File: config.mk
export PLATFORM = sky130hd
export DESIGN_NAME = tabular_q_learning_agent
export DESIGN_NICKNAME = d
export VERILOG_FILES = /design/src/rtl/core/tql_pkg.sv /design/src/rtl/core/tabular_q_learning_agent.sv
export SDC_FILE = /design/constraint.sdc
export NUM_CORES = 2
export LEC_CHECK = 0
export ABC_AREA = 1
export BUFFER_PORTS_ARGS = -buffer_cell sky130_fd_sc_hd__buf_2
export CAP_MARGIN = 30
export CELL_PAD_IN_SITES_DETAIL_PLACEMENT = 2
export CELL_PAD_IN_SITES_GLOBAL_PLACEMENT = 2
export CORE_ASPECT_RATIO = 0.9
export CORE_UTILIZATION = 25
export CTS_CLUSTER_DIAMETER = 100
export DETAILED_ROUTE_END_ITERATION = 6
export GPL_ROUTABILITY_DRIVEN = 0
export PLACE_DENSITY = 0.53
export SYNTH_ARGS = -nofsm -noshare
export SYNTH_HDL_FRONTEND = slang
export SYNTH_SLANG_ARGS = --single-unit
File: constraint.sdc
create_clock -name clk -period 7.7 [get_ports clk]
set_input_delay 0.385 -clock clk [delete_from_list [all_inputs] [get_ports clk]]
set_output_delay 0.385 -clock clk [all_outputs]
set_load 0.01 [all_outputs]
File: src/rtl/core/tql_pkg.sv
`timescale 1ns / 1ps

package tql_pkg;

    // table geometry
    localparam int STATES  = 4;
    localparam int ACTIONS = 4;
    localparam int ROW_W   = (STATES > 1) ? $clog2(STATES) : 1;
    localparam int COL_W   = (ACTIONS > 1) ? $clog2(ACTIONS) : 1;
    localparam int ADDR_W  = $clog2(STATES * ACTIONS);
    localparam int TIE_W   = $clog2(ACTIONS + 1);

    // item field widths
    localparam int IDX_W    = 2;
    localparam int Q_W      = 32;
    localparam int DRAW_W   = 16;
    localparam int RATE_W   = 17;
    localparam int FRAC_W   = 16;
    localparam int IN_DATA_W  = 72;
    localparam int OUT_DATA_W = 40;

    // datapath widths
    localparam int D_W    = 35;
    localparam int PROD_W = RATE_W + 1 + D_W;

    // configuration port
    localparam int CFG_IDX_W = 2;
    localparam logic [CFG_IDX_W-1:0] REG_LEARN_RATE   = 2'd0;
    localparam logic [CFG_IDX_W-1:0] REG_DISCOUNT     = 2'd1;
    localparam logic [CFG_IDX_W-1:0] REG_EXPLORE_RATE = 2'd2;

    localparam logic [RATE_W-1:0] ONE_Q16           = 17'd65536;
    localparam logic [RATE_W-1:0] LEARN_RATE_RESET  = 17'd13107;
    localparam logic [RATE_W-1:0] DISCOUNT_RESET    = 17'd58982;
    localparam logic [RATE_W-1:0] EXPLORE_RATE_RESET = 17'd9830;

    // operation codes
    localparam logic OP_CHOOSE = 1'b0;
    localparam logic OP_UPDATE = 1'b1;

    typedef enum logic [3:0] {
        ST_IDLE,
        ST_SCAN,
        ST_PICK,
        ST_QREAD,
        ST_MUL_G,
        ST_DIFF,
        ST_MUL_A,
        ST_WRITE,
        ST_OUT
    } tql_state_t;

    function automatic logic [RATE_W-1:0] clamp_one(input logic [RATE_W-1:0] r);
        clamp_one = (r > ONE_Q16) ? ONE_Q16 : r;
    endfunction

endpackage

File: src/rtl/core/tabular_q_learning_agent.sv
`timescale 1ns / 1ps
// explore choose reads the drawn entry; greedy choose scans the row through the
// single table read port, then walks it again for the drawn tie; update scans the
// next row, reads the entry, then takes the gamma product, the difference and the
// alpha product on the shared multiplier and writes back; one item at a time, and a
// result not yet taken holds the next item in its output step
// reset (rst_n low, asynchronous) clears the table to zero and loads the rate defaults
module tabular_q_learning_agent (
    input  logic                           clk,
    input  logic                           rst_n,
    // input items
    input  logic                           s_axis_tvalid,
    output logic                           s_axis_tready,
    // tdata: state_index[1:0], action_index[3:2], reward[35:4],
    //        next_state_index[37:36], explore_draw[53:38], pick_draw[69:54]
    input  logic [tql_pkg::IN_DATA_W-1:0]  s_axis_tdata,
    // tuser: action (0 choose, 1 update)
    input  logic                           s_axis_tuser,
    // result items
    output logic                           m_axis_tvalid,
    input  logic                           m_axis_tready,
    // tdata: chosen_action[1:0], q_value[33:2]
    output logic [tql_pkg::OUT_DATA_W-1:0] m_axis_tdata,
    // tuser: explored
    output logic                           m_axis_tuser,
    // configuration writes
    input  logic                           cfg_valid,
    output logic                           cfg_ready,
    input  logic [tql_pkg::CFG_IDX_W-1:0]  cfg_index,
    input  logic [tql_pkg::RATE_W-1:0]     cfg_data
);
    import tql_pkg::*;

    // input field slices
    logic [IDX_W-1:0]    in_state;
    logic [IDX_W-1:0]    in_col;
    logic [Q_W-1:0]      in_reward;
    logic [IDX_W-1:0]    in_next_state;
    logic [DRAW_W-1:0]   in_explore_draw;
    logic [DRAW_W-1:0]   in_pick_draw;

    assign in_state        = s_axis_tdata[1:0];
    assign in_col          = s_axis_tdata[3:2];
    assign in_reward       = s_axis_tdata[35:4];
    assign in_next_state   = s_axis_tdata[37:36];
    assign in_explore_draw = s_axis_tdata[53:38];
    assign in_pick_draw    = s_axis_tdata[69:54];

    // configuration registers, always ready
    logic [RATE_W-1:0] learn_rate_reg;
    logic [RATE_W-1:0] discount_reg;
    logic [RATE_W-1:0] explore_rate_reg;

    assign cfg_ready = 1'b1;

    always_ff @(posedge clk or negedge rst_n)
    begin
        if (!rst_n)
        begin
            learn_rate_reg   <= LEARN_RATE_RESET;
            discount_reg     <= DISCOUNT_RESET;
            explore_rate_reg <= EXPLORE_RATE_RESET;
        end
        else if (cfg_valid)
        begin
            case (cfg_index)
                REG_LEARN_RATE:   learn_rate_reg   <= cfg_data;
                REG_DISCOUNT:     discount_reg     <= cfg_data;
                REG_EXPLORE_RATE: explore_rate_reg <= cfg_data;
                default:          ;
            endcase
        end
    end

    // sequencer and datapath registers
    tql_state_t               state_reg, state_next;
    logic                     op_reg, op_next;
    logic [ROW_W-1:0]         row_reg, row_next;
    logic [ROW_W-1:0]         next_row_reg, next_row_next;
    logic [COL_W-1:0]         col_reg, col_next;
    logic signed [Q_W-1:0]    reward_reg, reward_next;
    logic [DRAW_W-1:0]        pick_draw_reg, pick_draw_next;
    logic                     explored_reg, explored_next;
    logic [COL_W-1:0]         idx_reg, idx_next;
    logic [TIE_W-1:0]         cnt_reg, cnt_next;
    logic [TIE_W-1:0]         ties_reg, ties_next;
    logic signed [Q_W-1:0]    best_reg, best_next;
    logic signed [Q_W-1:0]    q_reg, q_next;
    logic signed [D_W-1:0]    d_reg, d_next;
    logic signed [PROD_W-1:0] prod_reg, prod_next;

    // output register
    logic                     out_valid_reg, out_valid_next;
    logic [COL_W-1:0]         out_act_reg, out_act_next;
    logic                     out_expl_reg, out_expl_next;
    logic signed [Q_W-1:0]    out_q_reg, out_q_next;

    // value table: one read and one write address a cycle
    logic signed [Q_W-1:0]    tbl_reg [STATES*ACTIONS];
    logic [ADDR_W-1:0]        rd_addr;
    logic [ADDR_W-1:0]        wr_addr;
    logic                     wr_en;
    logic signed [Q_W-1:0]    wr_data;
    logic signed [Q_W-1:0]    rd_data;
    logic [ROW_W-1:0]         rd_row;
    logic [COL_W-1:0]         rd_col;

    assign rd_addr = ADDR_W'(rd_row * ACTIONS + rd_col);
    assign wr_addr = ADDR_W'(row_reg * ACTIONS + col_reg);
    assign rd_data = tbl_reg[rd_addr];

    always_ff @(posedge clk or negedge rst_n)
    begin
        if (!rst_n)
        begin
            for (int i = 0; i < STATES * ACTIONS; i++)
            begin
                tbl_reg[i] <= '0;
            end
        end
        else if (wr_en)
        begin
            tbl_reg[wr_addr] <= wr_data;
        end
    end

    // shared multiplier: gamma * max(next row), then alpha * difference
    logic [RATE_W-1:0]        mul_a;
    logic signed [D_W-1:0]    mul_b;
    logic signed [PROD_W-1:0] mul_p;

    assign mul_a = (state_reg == ST_MUL_G) ? clamp_one(discount_reg) : clamp_one(learn_rate_reg);
    assign mul_b = (state_reg == ST_MUL_G) ? D_W'(best_reg) : d_reg;
    assign mul_p = $signed({1'b0, mul_a}) * mul_b;

    // floor shift of the registered product
    logic signed [PROD_W-1:0] prod_shr;
    logic signed [D_W-1:0]    prod_term;
    logic signed [D_W-1:0]    diff;
    logic signed [D_W-1:0]    new_sum;
    logic signed [Q_W-1:0]    new_q;

    assign prod_shr  = prod_reg >>> FRAC_W;
    assign prod_term = D_W'(prod_shr);
    assign diff      = D_W'(reward_reg) + prod_term - D_W'(q_reg);
    assign new_sum   = D_W'(q_reg) + prod_term;

    // saturate to 32 bits signed
    always_comb
    begin
        if (new_sum > D_W'(35'sh0_7FFF_FFFF))
            new_q = 32'sh7FFF_FFFF;
        else if (new_sum < -D_W'(35'sh0_8000_0000))
            new_q = 32'sh8000_0000;
        else
            new_q = Q_W'(new_sum);
    end

    // random action and tied-action rank
    logic [DRAW_W+COL_W:0]    explore_prod;
    logic [DRAW_W+TIE_W-1:0]  tie_prod;
    logic [TIE_W-1:0]         tie_rank;
    logic                     explore_hit;
    logic                     scan_last;

    assign explore_prod = in_pick_draw * (COL_W+1)'(ACTIONS);
    assign tie_prod     = pick_draw_reg * ties_reg;
    assign tie_rank     = tie_prod[DRAW_W +: TIE_W];
    assign explore_hit  = {1'b0, in_explore_draw} < explore_rate_reg;
    assign scan_last    = (idx_reg == COL_W'(ACTIONS - 1));

    assign s_axis_tready = (state_reg == ST_IDLE);

    // next state and datapath
    always_comb
    begin
        state_next     = state_reg;
        op_next        = op_reg;
        row_next       = row_reg;
        next_row_next  = next_row_reg;
        col_next       = col_reg;
        reward_next    = reward_reg;
        pick_draw_next = pick_draw_reg;
        explored_next  = explored_reg;
        idx_next       = idx_reg;
        cnt_next       = cnt_reg;
        ties_next      = ties_reg;
        best_next      = best_reg;
        q_next         = q_reg;
        d_next         = d_reg;
        prod_next      = prod_reg;
        out_valid_next = out_valid_reg;
        out_act_next   = out_act_reg;
        out_expl_next  = out_expl_reg;
        out_q_next     = out_q_reg;
        wr_en          = 1'b0;
        wr_data        = new_q;
        rd_row         = row_reg;
        rd_col         = col_reg;

        // result taken downstream
        if (out_valid_reg && m_axis_tready)
            out_valid_next = 1'b0;

        case (state_reg)
            ST_IDLE:
            begin
                if (s_axis_tvalid)
                begin
                    op_next        = s_axis_tuser;
                    row_next       = ROW_W'(in_state % STATES);
                    next_row_next  = ROW_W'(in_next_state % STATES);
                    reward_next    = $signed(in_reward);
                    pick_draw_next = in_pick_draw;
                    idx_next       = '0;
                    cnt_next       = '0;
                    explored_next  = 1'b0;
                    col_next       = COL_W'(in_col % ACTIONS);
                    if (s_axis_tuser == OP_CHOOSE && explore_hit)
                    begin
                        explored_next = 1'b1;
                        col_next      = explore_prod[DRAW_W +: COL_W];
                        state_next    = ST_QREAD;
                    end
                    else
                    begin
                        state_next = ST_SCAN;
                    end
                end
            end

            // row maximum and tie count, one entry a cycle
            ST_SCAN:
            begin
                rd_row = (op_reg == OP_UPDATE) ? next_row_reg : row_reg;
                rd_col = idx_reg;
                if (idx_reg == '0 || rd_data > best_reg)
                begin
                    best_next = rd_data;
                    ties_next = TIE_W'(1);
                end
                else if (rd_data == best_reg)
                begin
                    ties_next = ties_reg + TIE_W'(1);
                end
                idx_next = idx_reg + COL_W'(1);
                if (scan_last)
                begin
                    idx_next   = '0;
                    state_next = (op_reg == OP_UPDATE) ? ST_QREAD : ST_PICK;
                end
            end

            // walk the row again for the tied entry of the drawn rank
            ST_PICK:
            begin
                rd_row   = row_reg;
                rd_col   = idx_reg;
                idx_next = idx_reg + COL_W'(1);
                if (rd_data == best_reg)
                begin
                    if (cnt_reg == tie_rank)
                    begin
                        col_next   = idx_reg;
                        q_next     = best_reg;
                        state_next = ST_OUT;
                    end
                    else
                    begin
                        cnt_next = cnt_reg + TIE_W'(1);
                    end
                end
            end

            ST_QREAD:
            begin
                rd_row     = row_reg;
                rd_col     = col_reg;
                q_next     = rd_data;
                state_next = (op_reg == OP_UPDATE) ? ST_MUL_G : ST_OUT;
            end

            ST_MUL_G:
            begin
                prod_next  = mul_p;
                state_next = ST_DIFF;
            end

            ST_DIFF:
            begin
                d_next     = diff;
                state_next = ST_MUL_A;
            end

            ST_MUL_A:
            begin
                prod_next  = mul_p;
                state_next = ST_WRITE;
            end

            ST_WRITE:
            begin
                wr_en      = 1'b1;
                q_next     = new_q;
                state_next = ST_OUT;
            end

            // hand over to the output register once it is free
            ST_OUT:
            begin
                if (!out_valid_reg || m_axis_tready)
                begin
                    out_valid_next = 1'b1;
                    out_act_next   = col_reg;
                    out_expl_next  = explored_reg;
                    out_q_next     = q_reg;
                    state_next     = ST_IDLE;
                end
            end

            default:
            begin
                state_next = ST_IDLE;
            end
        endcase
    end

    // control registers
    always_ff @(posedge clk or negedge rst_n)
    begin
        if (!rst_n)
        begin
            state_reg     <= ST_IDLE;
            out_valid_reg <= 1'b0;
        end
        else
        begin
            state_reg     <= state_next;
            out_valid_reg <= out_valid_next;
        end
    end

    // payload registers
    always_ff @(posedge clk)
    begin
        op_reg        <= op_next;
        row_reg       <= row_next;
        next_row_reg  <= next_row_next;
        col_reg       <= col_next;
        reward_reg    <= reward_next;
        pick_draw_reg <= pick_draw_next;
        explored_reg  <= explored_next;
        idx_reg       <= idx_next;
        cnt_reg       <= cnt_next;
        ties_reg      <= ties_next;
        best_reg      <= best_next;
        q_reg         <= q_next;
        d_reg         <= d_next;
        prod_reg      <= prod_next;
        out_act_reg   <= out_act_next;
        out_expl_reg  <= out_expl_next;
        out_q_reg     <= out_q_next;
    end

    assign m_axis_tvalid = out_valid_reg;
    assign m_axis_tuser  = out_expl_reg;
    assign m_axis_tdata  = {(OUT_DATA_W-IDX_W-Q_W)'(0), out_q_reg, IDX_W'(out_act_reg)};

endmodule
==> results_dict.tcl <==
set metrics [dict create \
    path_max_fanout 6 \
    setup_violations 0 \
    ys_warn_count 0 \
    synth-seq-area-share_pct 32.9 \
    timing.critical_path.to "prod_reg[45]$_DFFE_PN_" \
    synth-compound-area-share_pct 6.48 \
    r2r-end "prod_reg[45]$_DFFE_PN_" \
    status "completed" \
    cp-end-kind "register" \
    place_ws_ns -0.222 \
    drt_iter0_markers 2995 \
    final_cells 12000 \
    fin_util_pct 29.6 \
    root_buffer "clkbuf_16" \
    grt_max_degree 150 \
    start_kind "register" \
    drt-total-wl_um 289000 \
    synth_fa_ha_area_share_pct 23.6 \
    skew_ns 0.0352 \
    tightestPinTransition_ns 0.999 \
    slew_headroom_pct 33.4 \
    cts_max_level 3 \
    fin_nets 9463 \
    largest_register_ff_count 512 \
    finalMaxSlewViolations 0 \
    synth_simple_gate_area_share_pct 24.5 \
    clock_latency_ns 0.74 \
    crit_start "discount_reg[11]$_DFFE_PN0P_" \
    synth-edff-count 233 \
    finalCritPeriodShare_pct 95.7 \
    netlist_instances 8144 \
    rsz0062_at_grt "true" \
    cts.clk_slew.worst_paths_ns 0.06 \
    reg2reg_setup_slack_ns 0.33 \
    ys_types 54 \
    layout-drive-gt1-share_pct 10.9 \
    top_layer "met4" \
    cap_violations 0 \
    final.setup.tns_ns 0 \
    die_h_um 484 \
    rows 176 \
    port_buffers 131 \
    core_sq_mm 0.256 \
    layout_min_cycle_time_ns 7.37 \
    worstRegToRegCells 26 \
    synth_mux_area_share_pct 0 \
    synthXorXnorAreaFrac_pct 1.48 \
    grt_overflow 0 \
    wl_met1_um 145000 \
    worstSetupPathType "reg -> reg" \
    wl_met2_um 131000 \
    hold_viol_final 0 \
    cts.path.max_buffers 3 \
    hold_path_class "in -> reg" \
    io_pins 141 \
    yosys_register_bits 801 \
    setup_ws_ns 0.331 \
    arrival_ns 7.82 \
    drt_pre_antenna_iters 5 \
    wl_met3_um 7890 \
    dp_cells 11700 \
    grt_pass1_wl_um 426000 \
    clock-sinks 801 \
    antenna_left 0 \
    die_x_um 538 \
    async_reset_ff_share_pct 70.9 \
    syn2layout_area_growth_pct 17.5 \
    grt_use_total_pct 22.3 \
    reg2reg_from "discount_reg[11]$_DFFE_PN0P_" \
    start_util_pct 25.2 \
    worstPathRequired_ns 8.15 \
    cts_buffers 96 \
    drcViolationCount 0 \
    viasPerCell 4.64 \
    wl_per_cell_um 24.1 \
    syn_avg_cell_area_sq_um 7.92 \
    grt_pass1_vias 61300 \
    synth_top_family_by_area "simple AND/OR/NAND/NOR gates" \
    dieArea_sq_mm 0.260 \
    vias 55600 \
    cts_tree "done" \
    max_freq_mhz 136 \
    antenna_found_initial 12 \
    place_hpwl_um 217000 \
    ys.flop_type "dfrtp_1" \
    synth_area_sq_mm 0.0645 \
]
routing by layer:
layer | vias to the layer above | track usage, %
met5 | - | 0
li1 | 25500 | -
met1 | 29100 | 33.0
met4 | 0 | 3.92
met3 | 227 | 1.89
met2 | 755 | 35.6
cell families after synthesis:
group,Yosys count
flops,801
simple gates,3955
buf+inv,1739
other cells,2
fa+ha+maj,854
xor+xnor,109
compound gates,684
timing repair:
| action | 4_1_cts | 5_1_grt |
|---|---|---|
| setup buffers | 0 | 8 |
| endpoints found under the setup margin | 3 | 24 |
| endpoints found under the hold margin | 138 | 0 |
| resized for setup | 3 | 58 |
| pin swaps | 0 | 3 |
| hold buffers | 67 | 0 |
per-stage QoR:
stage                     hold slack [ns]  area (sq um)
after floorplan                    0.0894         64500
after global placement              0.403         71400
after detailed placement            0.406         71500
after CTS                          0.0123         75500
after global routing               0.0769         75800
final                              0.0731         75800
cell usage after synthesis, drive strengths merged (65+ instances only):
library cell | number | area [sq um]
nand2 | 3082 | 11900
inv | 1376 | 5160
fa | 601 | 12000
dfrtp | 544 | 13600
nor2 | 477 | 1810
nand3 | 298 | 1490
ha | 253 | 3170
edfxtp | 233 | 7000
a21oi | 208 | 1040
o211ai | 196 | 1470
o21ai | 192 | 1000
clkbuf | 180 | 676
buf | 176 | 1250
xor2 | 65 | 569
cell usage in the layout, fill, tap and decap left out, types with 12 or more instances in the layout:
master            n
o21ai_1          24
inv_1          1336
dlygate4sd3_1    67
buf_4           360
o21ai_0         152
dfrtp_1         544
a31oi_1          14
fa_1            598
xor2_1           65
clkbuf_8         21
nand3_1         295
inv_2            30
buf_2           130
nand2_4          33
clkbuf_1         18
clkinv_2         21
clkbuf_16       100
nand2_2          46
a21oi_1         203
nor3_1           27
edfxtp_1        233
o211ai_1        196
o21ai_2          12
a21o_1           13
dfstp_2          24
nand2_1        3003
nor2_4           12
o21bai_1         25
buf_12           54
nor2_1          456
nand4_1          25
xnor2_1          44
ha_1            252
area by class of cell:
class	instances	area, sq um
fillers	29500	180000
multi-input cells	5609	36600
flip-flops and latches	801	21200
repair buffers	621	5260
inverters	1383	5230
well taps	3382	4230
clock buffers	139	2860
clock inverters	40	442
diodes	11	27.5
worst min-delay path by stage:
stage	from	end	depth (start not counted)
after floorplan	rst_n	discount_reg[0]$_DFFE_PN0P_	0
after global placement	explored_reg$_DFFE_PP_	m_axis_tuser$_DFFE_PP_	0
after detailed placement	explored_reg$_DFFE_PP_	m_axis_tuser$_DFFE_PP_	0
after CTS	cfg_data[10]	explore_rate_reg[10]$_DFFE_PN1P_	3
after global routing	cfg_data[8]	discount_reg[8]$_DFFE_PN0P_	3
final	cfg_data[8]	explore_rate_reg[8]$_DFFE_PN0P_	3
worst max-delay path, stage by stage, from the launching register on:
cell and delay [ns]:
dfrtp_1 0.41, nor4_2 0.32, buf_4 0.16, nand4_1 0.10
nand2_2 0.15, nand3_1 0.10, nand2_2 0.15, clkinvlp_4 0.28
nor2_4 0.20, inv_1 0.10, fa_2 0.65, inv_1 0.12
fa_1 0.50, fa_1 0.55, fa_1 0.44, fa_1 0.56
inv_1 0.06, fa_1 0.58, inv_1 0.06, ha_1 0.40
nand2_1 0.18, nor2_2 0.21, nand2_1 0.17, nor3_4 0.23
nand3_2 0.17, o2111ai_1 0.16, xor2_1 0.10
Power is left out: the tool's default activity adds up to more than one toggle a clock period on the data nets, which glitch-free logic cannot reach.
